`config.mk`:
```
export PLATFORM = sky130hd
export DESIGN_NAME = frame_of_tick_locator
export DESIGN_NICKNAME = d
export VERILOG_FILES = /design/src/sv/ftl_pkg.sv /design/src/sv/frame_of_tick_locator.sv /design/src/sv/ftl_dur_ram.sv /design/src/sv/ftl_core.sv
export VERILOG_INCLUDE_DIRS = /design/src /design/src/sv
export SDC_FILE = /design/constraint.sdc
export NUM_CORES = 2
export LEC_CHECK = 0
export ABC_AREA = 1
export BUFFER_PORTS_ARGS = -buffer_cell sky130_fd_sc_hd__clkbuf_2
export CORE_ASPECT_RATIO = 0.6
export CORE_MARGIN = 3
export CORE_UTILIZATION = 50
export DETAILED_ROUTE_END_ITERATION = 10
export GPL_TIMING_DRIVEN = 0
export PLACE_DENSITY_LB_ADDON = 0.08
export SLEW_MARGIN = 20
export SYNTH_ARGS = -nofsm -noshare
export SYNTH_HDL_FRONTEND = slang
export SYNTH_SLANG_ARGS = --single-unit
```
`constraint.sdc`:
```
create_clock -name clk -period 8.2 [get_ports clk]
set_clock_uncertainty 0.2 [all_clocks]
set_input_delay 0.82 -clock clk [delete_from_list [all_inputs] [get_ports clk]]
set_output_delay 0.82 -clock clk [all_outputs]
set_load 0.01 [all_outputs]
```
`src/sv/frame_of_tick_locator_assert.svh`:
```
// Assertion macros for the frame locator, included by the core (ftl_core).
`ifndef FRAME_OF_TICK_LOCATOR_ASSERT_SVH
`define FRAME_OF_TICK_LOCATOR_ASSERT_SVH
`ifndef SYNTHESIS
`define FTL_ASSERT(lbl, prop, msg) \
  lbl: assert property (@(posedge clk) disable iff (!rst_n) prop) else $error(msg);
`define FTL_ASSERT_RST(lbl, prop, msg) \
  lbl: assert property (@(posedge clk) prop) else $error(msg);
`else
`define FTL_ASSERT(lbl, prop, msg)
`define FTL_ASSERT_RST(lbl, prop, msg)
`endif
`endif

```
`src/sv/ftl_pkg.sv`:
```
package ftl_pkg;

  localparam int MAX_FRAMES = 64;
  localparam int LEN_BITS   = 16;

  localparam int IDX_W  = (MAX_FRAMES > 1) ? $clog2(MAX_FRAMES) : 1;
  localparam int CNT_W  = $clog2(MAX_FRAMES + 1);
  localparam int FC_W   = 7;
  localparam int MODE_W = 3;
  localparam int SLOT_W = 6;
  localparam int DUR_W  = 16;
  localparam int TICK_W = 32;

  localparam logic [MODE_W-1:0] MODE_LOAD    = 3'd0;
  localparam logic [MODE_W-1:0] MODE_SEEK    = 3'd1;
  localparam logic [MODE_W-1:0] MODE_ADVANCE = 3'd2;
  localparam logic [MODE_W-1:0] MODE_ZERO    = 3'd3;
  localparam logic [MODE_W-1:0] MODE_QUERY   = 3'd4;

  localparam logic [TICK_W-1:0] TICK_MAX = '1;

  typedef struct packed {
    logic                we;
    logic [IDX_W-1:0]    waddr;
    logic [LEN_BITS-1:0] wdata;
    logic                re;
    logic [IDX_W-1:0]    raddr;
  } ram_req_t;

endpackage

```
`src/sv/frame_of_tick_locator.sv`:
```
// Frame locator for a playback tick over a table of up to 64 frame durations.
// Input channel (in_valid/in_ready): each transfer carries a mode (load a
// duration, seek, advance, zero the tick, or query) and its operands. Every
// input transfer yields exactly one result transfer on out_valid/out_ready:
// the frame holding the tick with its start and end, or a not-found span.
// Configuration: cfg_wr_en/cfg_wr_data set the frame count at any idle cycle.
// The block works on one item at a time. A cached span hit or an empty
// animation goes from the lookup state straight to the done state, a step
// into the next frame passes the fast state first, and a scan from frame 0
// walks the n active frames, also after a failed step into the next frame.
// One duration read from the duration memory per cycle sets the scan pace.
// A new item is taken while the previous result still waits in the output
// register; if the receiver stalls, the finished result holds in the
// controller until the output register frees, and input waits meanwhile.
// Reset clears the tick, the cache, the frame count and any pending result;
// the duration memory is not cleared and must be loaded before use.
module frame_of_tick_locator (
  input  logic                          clk,
  input  logic                          rst_n,
  input  logic                          cfg_wr_en,
  input  logic [ftl_pkg::FC_W-1:0]      cfg_wr_data,
  input  logic                          in_valid,
  output logic                          in_ready,
  input  logic [ftl_pkg::MODE_W-1:0]    in_mode,
  input  logic [ftl_pkg::SLOT_W-1:0]    in_frame_slot,
  input  logic [ftl_pkg::DUR_W-1:0]     in_duration,
  input  logic [ftl_pkg::TICK_W-1:0]    in_position,
  input  logic signed [ftl_pkg::TICK_W-1:0] in_step,
  output logic                          out_valid,
  input  logic                          out_ready,
  output logic                          out_found,
  output logic [ftl_pkg::SLOT_W-1:0]    out_frame_number,
  output logic [ftl_pkg::TICK_W-1:0]    out_span_start,
  output logic [ftl_pkg::TICK_W-1:0]    out_span_end,
  output logic [ftl_pkg::TICK_W-1:0]    out_current_tick
);

  logic [ftl_pkg::FC_W-1:0]      frame_count_r;
  logic [ftl_pkg::CNT_W-1:0]     n_active;
  ftl_pkg::ram_req_t             ram_req;
  logic [ftl_pkg::LEN_BITS-1:0]  ram_rd_data;

  always_ff @(posedge clk) begin
    if (!rst_n) begin
      frame_count_r <= '0;
    end else if (cfg_wr_en) begin
      frame_count_r <= cfg_wr_data;
    end
  end

  assign n_active = (32'(frame_count_r) > 32'(ftl_pkg::MAX_FRAMES)) ?
                    ftl_pkg::CNT_W'(ftl_pkg::MAX_FRAMES) :
                    ftl_pkg::CNT_W'(frame_count_r);

  ftl_dur_ram u_ram (
    .clk     (clk),
    .req     (ram_req),
    .rd_data (ram_rd_data)
  );

  ftl_core u_core (
    .clk              (clk),
    .rst_n            (rst_n),
    .n_active         (n_active),
    .cache_clear      (cfg_wr_en),
    .in_valid         (in_valid),
    .in_ready         (in_ready),
    .in_mode          (in_mode),
    .in_frame_slot    (in_frame_slot),
    .in_duration      (in_duration),
    .in_position      (in_position),
    .in_step          (in_step),
    .out_valid        (out_valid),
    .out_ready        (out_ready),
    .out_found        (out_found),
    .out_frame_number (out_frame_number),
    .out_span_start   (out_span_start),
    .out_span_end     (out_span_end),
    .out_current_tick (out_current_tick),
    .ram_req          (ram_req),
    .ram_rd_data      (ram_rd_data)
  );

endmodule

```
`src/sv/ftl_dur_ram.sv`:
```
module ftl_dur_ram (
  input  logic                          clk,
  input  ftl_pkg::ram_req_t             req,
  output logic [ftl_pkg::LEN_BITS-1:0]  rd_data
);

  logic [ftl_pkg::LEN_BITS-1:0] mem [ftl_pkg::MAX_FRAMES];

  always_ff @(posedge clk) begin
    if (req.we) begin
      mem[req.waddr] <= req.wdata;
    end
    if (req.re) begin
      rd_data <= mem[req.raddr];
    end
  end

endmodule

```
`src/sv/ftl_core.sv`:
```
module ftl_core (
  input  logic                          clk,
  input  logic                          rst_n,
  input  logic [ftl_pkg::CNT_W-1:0]     n_active,
  input  logic                          cache_clear,
  input  logic                          in_valid,
  output logic                          in_ready,
  input  logic [ftl_pkg::MODE_W-1:0]    in_mode,
  input  logic [ftl_pkg::SLOT_W-1:0]    in_frame_slot,
  input  logic [ftl_pkg::DUR_W-1:0]     in_duration,
  input  logic [ftl_pkg::TICK_W-1:0]    in_position,
  input  logic signed [ftl_pkg::TICK_W-1:0] in_step,
  output logic                          out_valid,
  input  logic                          out_ready,
  output logic                          out_found,
  output logic [ftl_pkg::SLOT_W-1:0]    out_frame_number,
  output logic [ftl_pkg::TICK_W-1:0]    out_span_start,
  output logic [ftl_pkg::TICK_W-1:0]    out_span_end,
  output logic [ftl_pkg::TICK_W-1:0]    out_current_tick,
  output ftl_pkg::ram_req_t             ram_req,
  input  logic [ftl_pkg::LEN_BITS-1:0]  ram_rd_data
);

  `include "frame_of_tick_locator_assert.svh"

  typedef enum logic [2:0] {S_IDLE, S_LOOK, S_FAST, S_SCAN, S_DONE} state_t;

  state_t                      state_r, state_nxt;
  logic [ftl_pkg::TICK_W-1:0]  tick_r, tick_nxt;
  logic                        cv_r, cv_nxt;
  logic                        cf_r, cf_nxt;
  logic [ftl_pkg::IDX_W-1:0]   cfr_r, cfr_nxt;
  logic [ftl_pkg::TICK_W-1:0]  cs_r, cs_nxt;
  logic [ftl_pkg::TICK_W-1:0]  ce_r, ce_nxt;
  logic [ftl_pkg::IDX_W-1:0]   idx_r, idx_nxt;
  logic [ftl_pkg::TICK_W-1:0]  pos_r, pos_nxt;
  logic                        ov_r, ov_nxt;
  logic                        of_r, of_nxt;
  logic [ftl_pkg::SLOT_W-1:0]  ofn_r, ofn_nxt;
  logic [ftl_pkg::TICK_W-1:0]  os_r, os_nxt;
  logic [ftl_pkg::TICK_W-1:0]  oe_r, oe_nxt;
  logic [ftl_pkg::TICK_W-1:0]  ot_r, ot_nxt;

  logic                        hit;
  logic [ftl_pkg::CNT_W-1:0]   nx;
  logic [ftl_pkg::TICK_W-1:0]  add_end;
  logic                        last;

  assign in_ready = (state_r == S_IDLE);
  assign hit      = cv_r && (tick_r >= cs_r) && (tick_r < ce_r);
  assign nx       = ftl_pkg::CNT_W'(cfr_r) + ftl_pkg::CNT_W'(1);
  assign add_end  = ((state_r == S_FAST) ? ce_r : pos_r) + ftl_pkg::TICK_W'(ram_rd_data);
  assign last     = (ftl_pkg::CNT_W'(idx_r) + ftl_pkg::CNT_W'(1)) == n_active;

  always_comb begin
    state_nxt = state_r;
    tick_nxt  = tick_r;
    cv_nxt    = cv_r;
    cf_nxt    = cf_r;
    cfr_nxt   = cfr_r;
    cs_nxt    = cs_r;
    ce_nxt    = ce_r;
    idx_nxt   = idx_r;
    pos_nxt   = pos_r;
    ov_nxt    = ov_r && !out_ready;
    of_nxt    = of_r;
    ofn_nxt   = ofn_r;
    os_nxt    = os_r;
    oe_nxt    = oe_r;
    ot_nxt    = ot_r;
    ram_req   = '0;

    unique case (state_r)
      S_IDLE: begin
        if (in_valid) begin
          case (in_mode)
            ftl_pkg::MODE_LOAD: begin
              if (32'(in_frame_slot) < 32'(ftl_pkg::MAX_FRAMES)) begin
                ram_req.we    = 1'b1;
                ram_req.waddr = ftl_pkg::IDX_W'(in_frame_slot);
                ram_req.wdata = ftl_pkg::LEN_BITS'(in_duration);
                cv_nxt        = 1'b0;
              end
            end
            ftl_pkg::MODE_SEEK:    tick_nxt = in_position;
            ftl_pkg::MODE_ADVANCE: tick_nxt = tick_r + $unsigned(in_step);
            ftl_pkg::MODE_ZERO:    tick_nxt = '0;
            default: ;
          endcase
          state_nxt = S_LOOK;
        end
      end
      S_LOOK: begin
        idx_nxt = '0;
        pos_nxt = '0;
        if (hit) begin
          state_nxt = S_DONE;
        end else if (cv_r && cf_r && (tick_r == ce_r) && (nx < n_active)) begin
          ram_req.re    = 1'b1;
          ram_req.raddr = nx[ftl_pkg::IDX_W-1:0];
          state_nxt     = S_FAST;
        end else if (n_active == '0) begin
          cv_nxt    = 1'b1;
          cf_nxt    = 1'b0;
          cfr_nxt   = '0;
          cs_nxt    = '0;
          ce_nxt    = ftl_pkg::TICK_MAX;
          state_nxt = S_DONE;
        end else begin
          ram_req.re    = 1'b1;
          ram_req.raddr = '0;
          state_nxt     = S_SCAN;
        end
      end
      S_FAST: begin
        if (tick_r < add_end) begin
          cfr_nxt   = nx[ftl_pkg::IDX_W-1:0];
          cs_nxt    = ce_r;
          ce_nxt    = add_end;
          state_nxt = S_DONE;
        end else begin
          ram_req.re    = 1'b1;
          ram_req.raddr = '0;
          state_nxt     = S_SCAN;
        end
      end
      S_SCAN: begin
        if ((tick_r >= pos_r) && (tick_r < add_end)) begin
          cv_nxt    = 1'b1;
          cf_nxt    = 1'b1;
          cfr_nxt   = idx_r;
          cs_nxt    = pos_r;
          ce_nxt    = add_end;
          state_nxt = S_DONE;
        end else if (last) begin
          cv_nxt    = 1'b1;
          cf_nxt    = 1'b0;
          cfr_nxt   = '0;
          cs_nxt    = add_end;
          ce_nxt    = ftl_pkg::TICK_MAX;
          state_nxt = S_DONE;
        end else begin
          pos_nxt       = add_end;
          idx_nxt       = idx_r + ftl_pkg::IDX_W'(1);
          ram_req.re    = 1'b1;
          ram_req.raddr = idx_r + ftl_pkg::IDX_W'(1);
        end
      end
      S_DONE: begin
        if (!ov_r || out_ready) begin
          ov_nxt    = 1'b1;
          of_nxt    = cf_r;
          ofn_nxt   = cf_r ? ftl_pkg::SLOT_W'(cfr_r) : '0;
          os_nxt    = cs_r;
          oe_nxt    = ce_r;
          ot_nxt    = tick_r;
          state_nxt = S_IDLE;
        end
      end
      default: state_nxt = S_IDLE;
    endcase

    if (cache_clear) begin
      cv_nxt = 1'b0;
    end
  end

  always_ff @(posedge clk) begin
    if (!rst_n) begin
      state_r <= S_IDLE;
      tick_r  <= '0;
      cv_r    <= 1'b0;
      cf_r    <= 1'b0;
      cfr_r   <= '0;
      cs_r    <= '0;
      ce_r    <= '0;
      ov_r    <= 1'b0;
    end else begin
      state_r <= state_nxt;
      tick_r  <= tick_nxt;
      cv_r    <= cv_nxt;
      cf_r    <= cf_nxt;
      cfr_r   <= cfr_nxt;
      cs_r    <= cs_nxt;
      ce_r    <= ce_nxt;
      ov_r    <= ov_nxt;
    end
    idx_r <= idx_nxt;
    pos_r <= pos_nxt;
    of_r  <= of_nxt;
    ofn_r <= ofn_nxt;
    os_r  <= os_nxt;
    oe_r  <= oe_nxt;
    ot_r  <= ot_nxt;
  end

  assign out_valid        = ov_r;
  assign out_found        = of_r;
  assign out_frame_number = ofn_r;
  assign out_span_start   = os_r;
  assign out_span_end     = oe_r;
  assign out_current_tick = ot_r;

  `FTL_ASSERT(a_one_item, (in_valid && in_ready) |=> !in_ready,
    "A second item was taken while one is still in work.")
  `FTL_ASSERT(a_scan_range, (state_r == S_SCAN) |-> (ftl_pkg::CNT_W'(idx_r) < n_active),
    "The scan index ran past the active frame count.")
  `FTL_ASSERT(a_span_holds_tick,
    (ov_r && of_r) |-> ((os_r <= ot_r) && (ot_r < oe_r)),
    "A found frame does not contain the reported tick.")
  `FTL_ASSERT_RST(a_reset_out, !rst_n |=> (!ov_r && (state_r == S_IDLE)),
    "Reset left a result pending or the controller busy.")

endmodule
```
# Yosys cells after proc, flatten, opt, wreduce, memory -nomap -nowiden
# Memory sizes are Yosys's and may differ from the RTL's. A register that Yosys moved wholly into a read port is not among the register bits.
# Index checks and enable logic that the tools add are counted.
op_classes:
  n_div: 0
  mul: 0
  addsub: 5
  shift: 0
  bitwise_logic: 1
  muxes: 67
  n_reduce_logical: 25
  magnitude_cmp: 6
  n_eq_ne: 19
op_table:
  columns: ["cell", "n"]
  rows:
  - ["$mux W32", 15]
  - ["$pmux W32 S3", 3]
  - ["$mux W23", 3]
  - ["$ge A32 B32 Y1", 2]
  - ["$lt A32 B32 Y1", 2]
  - ["$pmux W32 S2", 1]
  - ["$mux W7", 7]
  - ["$mux W6", 8]
  - ["$add A32 B16 Y32", 1]
  - ["$add A32 B32 Y32", 1]
  - ["$eq A32 B32 Y1", 1]
  - ["$mux W3", 8]
  - ["$pmux W7 S3", 1]
  - ["$pmux W6 S3", 1]
  - ["$mux W1", 16]
  - ["$pmux W3 S5", 1]
  - ["$add A6 B1 Y7 const B", 2]
  - ["$eq A3 B2 Y1 const B", 4]
  - ["$ne A2 B2 Y1 const B", 6]
  - ["$pmux W6 S2", 1]
  - ["$reduce_and A3 Y1", 3]
  - ["$reduce_bool A3 Y1", 3]
  - ["$eq A7 B7 Y1", 1]
  - ["$gt A7 B7 Y1 const B", 1]
  - ["20 further kinds", 31]
totals:
  ramBits: 1024
  elab_cells: 140
  latch_bits: 0
  memories: 1
  reg_bits: 256
  romBits: 0
memory_table:
  columns: ["name", "depth", "word_bits", "rd", "rd_clocked_by_memory_dff", "write_ports", "line_no", "text"]
  rows:
  - ["u_ram.mem", 64, 16, 1, 1, 1, "ftl_dur_ram.sv:7", "logic [ftl_pkg::LEN_BITS-1:0] mem [ftl_pkg::MAX_FRAMES];"]

# Logic depth before layout (Yosys ltp)
logic_depth:
  ltp_word: 7
  depth_mapped: 44
  ltp_nobuf: 40

# Modules after synthesis
# A second synthesis with hierarchy kept.
unflattened:
  hier_cells: 5673
  area_unflattened_um2: 58981.6
modules_own_cells:
  columns: ["module", "n_inst", "cells_per_inst", "seq_area_each_um2", "area_each_um2"]
  rows:
  - ["ftl_dur_ram", 1, 3518, 31230.0, 42256.8]
  - ["ftl_core", 1, 2114, 6396.1, 16424.5]
  - ["frame_of_tick_locator", 1, 41, 140.1, 300.3]

# Least setup slack after synthesis
# No wires, ideal clock.
synth_path:
  kind: "register to register"
  startpoint: "reg u_core.state_r[0]"
  endpoint: "reg u_core.idx_r[0] in the netlist's numbering, enable pin"
  stages_incl_launch_ff: 31
  n_path_buf: 2
  arrival_time_ps: 7162
  path_slack_ps: 352
  cell_sequence: "dfxtp_1 -> inv_1 -> nand3_1 -> clkbuf_1 -> clkbuf_1 -> nor2_1 -> o21bai_1 -> ha_1 -> nand2_1 -> nor2_1 -> nand3_1 -> nand3_1 -> nand2_1 -> nand3_1 -> nand2_1 -> nor4_1 -> nand3_1 -> nor2_1 -> xor2_1 -> ha_1 -> nand4_1 -> nor3_1 -> and2_1 -> nand2_1 -> nor2_1 -> nand3_1 -> nand2_1 -> inv_2 -> nand3_2 -> nand2_1 -> o21ai_0"
synth_via:
  elab_chain_cells: 7
  word_cells_on_any_way: 11
  cone_classes: "add/sub: 1; order compare: 1; eq/ne: 5; mux: 1; reduce/logical: 3"
synth_lines:
  columns: ["element", "line_no", "text"]
  rows:
  - ["from (decl)", "ftl_core.sv:28", "state_t state_r, state_nxt;"]
  - ["from (signal assigned)", "ftl_core.sv:179", "state_r <= state_nxt;"]
  - ["$eq A3 B2 Y1", "ftl_core.sv:52", "assign add_end = ((state_r == S_FAST) ? ce_r : pos_r) + ftl_pkg::TICK_W'(ram_rd_data);"]
  - ["$mux W32", "ftl_core.sv:52", null]
  - ["$add A32 B16 Y32", "ftl_core.sv:52", null]
  - ["$lt A32 B32 Y1", "ftl_core.sv:128", "if ((tick_r >= pos_r) && (tick_r < add_end)) begin"]
  - ["$logic_and A1 B1 Y1", "ftl_core.sv:128", null]
  - ["$ne A2 B2 Y1 (no line)", null, null]
  - ["$reduce_and A3 Y1 (no line) (*)", null, null]
  - ["to (signal assigned)", "ftl_core.sv:188", "idx_r <= idx_nxt;"]
  - ["to (decl)", "ftl_core.sv:35", "logic [ftl_pkg::IDX_W-1:0] idx_r, idx_nxt;"]
# Every way passes the cells marked *; elsewhere a longest branch is shown, timed or not.
# A chain may end at the register's enable or synchronous reset.

# Final worst setup path
layout_path:
  startpoint: "reg u_core.state_r[2]"
  endpoint: "reg u_ram.rd_data[9] in the netlist's numbering (read register of u_ram.mem) (data pin)"
layout_via:
  elab_chain_cells: 7
  word_cells_on_any_way: 10
  cone_classes: "add/sub: 1; order compare: 1; eq/ne: 3; mux: 4; reduce/logical: 1"
layout_lines:
  columns: ["element", "line_no", "text"]
  rows:
  - ["$eq A3 B2 Y1", "ftl_core.sv:52, ftl_core.sv:73", null]
  - ["$mux W32", "ftl_core.sv:52", null]
  - ["$add A32 B16 Y32", "ftl_core.sv:52", null]
  - ["$lt A32 B32 Y1", "ftl_core.sv:116, ftl_core.sv:128", null]
  - ["$logic_and A1 B1 Y1", "ftl_core.sv:128", null]
  - ["$mux W7", "ftl_core.sv:128", null]
  - ["$pmux W7 S3 (*)", "ftl_core.sv:73", "unique case (state_r)"]
  - ["to (decl)", "ftl_dur_ram.sv:4", "output logic [ftl_pkg::LEN_BITS-1:0] rd_data"]
# Marks and branches as above.

==> impl_metrics.py <==
metrics = {
    "status": {
        "run_status": "complete, no violations",
    },
    "clock_tree": {
        "cts_root_buf": "sky130_fd_sc_hd__clkbuf_16",
        "clk_path_buf_depth": 3,
        "numCtsBuffers": 130,
        "ctsHoldBuffers": 0,
        "clock_latency_on_the_worst_skew_pair_ps": 760,
        "cts-htree-levels": 4,
        "clock_edge_transition_at_the_registers_on_the_reported_setup_and_hold_paths_ps": 70,
        "clock_sink_count": 1296,
        "cts_tree": "yes",
    },
    "floorplan": {
        "io-pin-count": 206,
        "die_width_um": 460,
        "core_region_area_mm2": 0.122,
        "floorplan.initialDensity_pct": 50.6,
        "die_area_mm2": 0.128,
        "die_height_um": 278,
        "std_cell_rows": 99,
    },
    "finish": {
        "final_common_cell": "sky130_fd_sc_hd__edfxtp_1",
        "total_area_of_multi_input_combinational_cells_mm2": 0.0195,
        "fin_nets": 6767,
        "filler_cell_count": 10341,
        "area_growth_syn_to_layout_pct": 15.8,
        "sequential_cell_area_mm2": 0.0378,
        "layout.cells.most_common_list": "1181 x sky130_fd_sc_hd__edfxtp_1, 1115 x sky130_fd_sc_hd__nand3_1, 945 x sky130_fd_sc_hd__inv_1",
        "post-route-cell-area_mm2": 0.0715,
        "drive_gt1_share_pct": 13.4,
    },
    "setup_path": {
        "crit_path_start_kind": "flip-flop",
        "worst_r2r_path_depth": 39,
        "worst-endpoint-arrival_ps": 8280,
        "reg2reg_setup_slack_ps": 160,
        "cp_slowest_stage_delay_ps": 520,
        "critical_path_peak_fanout": 10,
        "cp-startpoint": "u_core.state_r[2]",
        "critPathCaptureType": "flip-flop",
        "slowest_stage": "sky130_fd_sc_hd__ha_2",
        "worst_ep_required_time_ps": 8450,
        "rr_startpoint": "u_core.state_r[2]",
        "critical_path.most_common_cell": "sky130_fd_sc_hd__nand2_1",
        "worst-setup-path-type": "reg -> reg",
        "regToRegEndpoint": "u_ram.rd_data[9]",
    },
    "placement": {
        "dpl_worst_slack_ps": -2670,
        "post-dp-hpwl_um": 164000,
        "gp_congestion": 1.01,
        "port-buffer-count": 205,
        "detailed_place.area_mm2": 0.0667,
    },
    "grt": {
        "antenna_found_initial": 15,
        "groute.usage.overall_pct": 33.6,
        "maximum_number_of_pins_on_one_net_before_global_route_repair": 31,
        "vias_in_the_first_global_route": 43601,
        "overflow": 0,
        "grt_first_pass_wirelength_um": 309000,
    },
    "power_and_ir_drop": {
        "p_total_mw": 19.0,
        "total_switching_power_mw": 6.48,
        "clkPwrFrac_pct": 31.9,
        "power_density_mw_per_mm2": 266,
        "ir_drop_mv": 0.217,
        "p_int_mw": 12.5,
        "p_leak_nw": 28.9,
        "share_comb_of_total_power_pct": 26.0,
        "switching_share_pct": 34.1,
        "sequentialPowerShare_pct": 42.1,
    },
    "logic_synthesis": {
        "synthesis.area_per_instance_um2": 10.2,
        "synth_nets": 6340,
        "synth-warning-count": 0,
        "synth_top_area_share_pct": 57.5,
        "post_synth_instance_area_mm2": 0.0617,
        "syn_inst": 6057,
        "postSynth.asyncResetShare_pct": 0,
        "yosys.cell_types.count": 52,
        "netlist.top_cell.by_area": "sky130_fd_sc_hd__edfxtp_1",
        "synth-seq-cells": 1296,
        "edff_count_synth": 1181,
        "synth_area_leaders": "sky130_fd_sc_hd__edfxtp_1 57%, sky130_fd_sc_hd__nand3_1 9.4%, sky130_fd_sc_hd__inv_1 5.7%",
        "postSynth.topFlopCell": "sky130_fd_sc_hd__edfxtp_1",
        "synth.yosys.seq_area_share_pct": 61.2,
    },
    "drt": {
        "drc": 0,
        "detail_routed_net_length_per_standard_cell_um": 26.7,
        "first_iter_violations": 7350,
        "antenna_violating_nets_post_route": 0,
        "vias": 48218,
        "totalWireLength_um": 219000,
        "detailedRoute.firstPassIterationCount": 6,
        "vias_per_cell": 5.88,
    },
    "flow_run": {
        "max-cap-violations": 0,
    },
    "timing": {
        "final_slew_viol_count": 0,
        "period_share_pct": 98.0,
        "final_period_minus_worst_setup_slack_ps": 8040,
        "report.final.setup_viol": 0,
        "transition_time_at_the_pin_with_the_least_slew_margin_ps": 1230,
        "max_freq_ghz": 0.124,
        "relative_max_transition_margin_pct": 18.3,
        "timing.setup.tns_ps": 0,
        "postLayoutSetupSlackWorst_ps": 164,
        "setup_repair_after_global_routing_missed_its_margin": "no",
        "fin_hold_ws_ps": 126,
        "hold_viol": 0,
    },
    "min_path": {
        "holdCritPathClass": "in -> reg",
        "min_from": "in_position[1]",
        "min_path_cells": 3,
        "worstHoldEndpoint": "u_core.tick_r[1]",
    },
}
==> registers in the layout (all words and copies together), names as in the netlist, 7 cells and up <==
register	cells
u_core.out_current_tick	32
u_core.pos_r	32
frame_count_r	7
u_core.out_span_start	32
u_ram.rd_data	16
u_core.out_span_end	32
u_core.cs_r	32
u_core.ce_r	32
u_ram.mem	1024
u_core.tick_r	32
==> synth_stat cells (3+ instances only) <==
library cell / n
sky130_fd_sc_hd__buf_2: 136
sky130_fd_sc_hd__inv_1: 945
sky130_fd_sc_hd__o21a_1: 7
sky130_fd_sc_hd__a22oi_1: 3
sky130_fd_sc_hd__xnor2_1: 15
sky130_fd_sc_hd__nor3_1: 22
sky130_fd_sc_hd__a211oi_1: 8
sky130_fd_sc_hd__nor2_1: 220
sky130_fd_sc_hd__nor4_1: 8
sky130_fd_sc_hd__nand4_1: 22
sky130_fd_sc_hd__a31oi_1: 44
sky130_fd_sc_hd__o211ai_1: 8
sky130_fd_sc_hd__edfxtp_1: 1181
sky130_fd_sc_hd__a21oi_1: 251
sky130_fd_sc_hd__o21ai_1: 32
sky130_fd_sc_hd__o22ai_1: 5
sky130_fd_sc_hd__clkbuf_1: 97
sky130_fd_sc_hd__o2111ai_1: 3
sky130_fd_sc_hd__nand3b_1: 337
sky130_fd_sc_hd__o221ai_1: 18
sky130_fd_sc_hd__and2_1: 3
sky130_fd_sc_hd__nand3_1: 1159
sky130_fd_sc_hd__clkbuf_2: 3
sky130_fd_sc_hd__o31ai_1: 3
sky130_fd_sc_hd__buf_4: 51
sky130_fd_sc_hd__xor2_1: 27
sky130_fd_sc_hd__buf_6: 8
sky130_fd_sc_hd__a221oi_1: 4
sky130_fd_sc_hd__buf_1: 31
sky130_fd_sc_hd__inv_2: 7
sky130_fd_sc_hd__dfxtp_1: 115
sky130_fd_sc_hd__o221a_2: 3
sky130_fd_sc_hd__o21ai_0: 129
sky130_fd_sc_hd__nand2_1: 942
sky130_fd_sc_hd__or2_2: 9
sky130_fd_sc_hd__ha_1: 180
==> worst max-delay path: cells and delay by family, from the launching register on <==
family | cells | cell delay (ps)
fa+ha+maj | 2 | 840
xor+xnor | 1 | 340
simple gates | 22 | 3180
buf+inv | 11 | 1950
flops | 1 | 360
compound gates | 3 | 840
==> routing by layer <==
layer	track usage (%)	share of wire (%)	vias up
met5	0.842	0.079	-
met1	55.2	46	23262
li1	-	-	21608
met3	14.5	17	274
met2	39.1	35	3070
met4	7.43	2.0	4
==> stage by stage <==
| stage | utilization [%] | instances |
|---|---|---|
| after global routing | 58.6 | 8199 |
| final | 58.6 | 8201 |
| after detailed placement | 54.6 | 7961 |
| after CTS | 58.4 | 8196 |
| after floorplan | - | 6057 |
| after global placement | 53.1 | 7878 |
==> kinds of logic (layout without fill, tap and decap cells) <==
family          count (synthesis)  in the layout  synth area share [%]
buf+inv                      1279           1803                  8.47
simple gates                 2734           2734                  21.4
compound gates                524            524                  4.68
flops                        1296           1296                  61.2
xor+xnor                       42             42                 0.596
fa+ha+maj                     182            182                  3.71
other cells                     0              4                     0
==> power by group through the flow <==
stage	Sequential (mW)	Combinational (mW)	Clock (mW)
2_1_floorplan	8.08	2.65	0
3_3_place_gp	8.21	4.37	0
3_5_place_dp	8.12	4.60	0
4_1_cts	7.98	4.70	6.06
5_1_grt	8.02	5.31	6.33
6_report	7.99	4.94	6.05
==> worst max path at each step <==
stage,to,slack (ps),depth (start not counted)
after detailed placement,u_ram.rd_data[0],-2670,40
after CTS,u_ram.rd_data[9],10,43
after floorplan,u_core.idx_r[0],350,30
after global routing,u_ram.rd_data[9],7,43
after global placement,u_core.pos_r[10],-5510,31
final,u_ram.rd_data[9],160,39
==> final cells by class <==
class                   instances  area share (%)
multi-input cells            3482            27.3
inverters                     953            5.01
well taps                    1616            2.83
flip-flops and latches       1296            52.9
clock buffers                 171            5.11
diodes                          4          0.0140
repair buffers                297            3.64
clock inverters                58           0.725
plain buffers                 324            2.54
==> what timing repair did <==
| action | in CTS | in global routing |
|---|---|---|
| pin swaps | 3 | 4 |
| hold endpoints to repair | 0 | 0 |
| gates cloned | 0 | 0 |
| gates resized for setup | 97 | 58 |
| endpoints found under the setup margin | 145 | 86 |
| setup buffers | 7 | 2 |
Note: power is estimated with default switching activity, not from simulation.
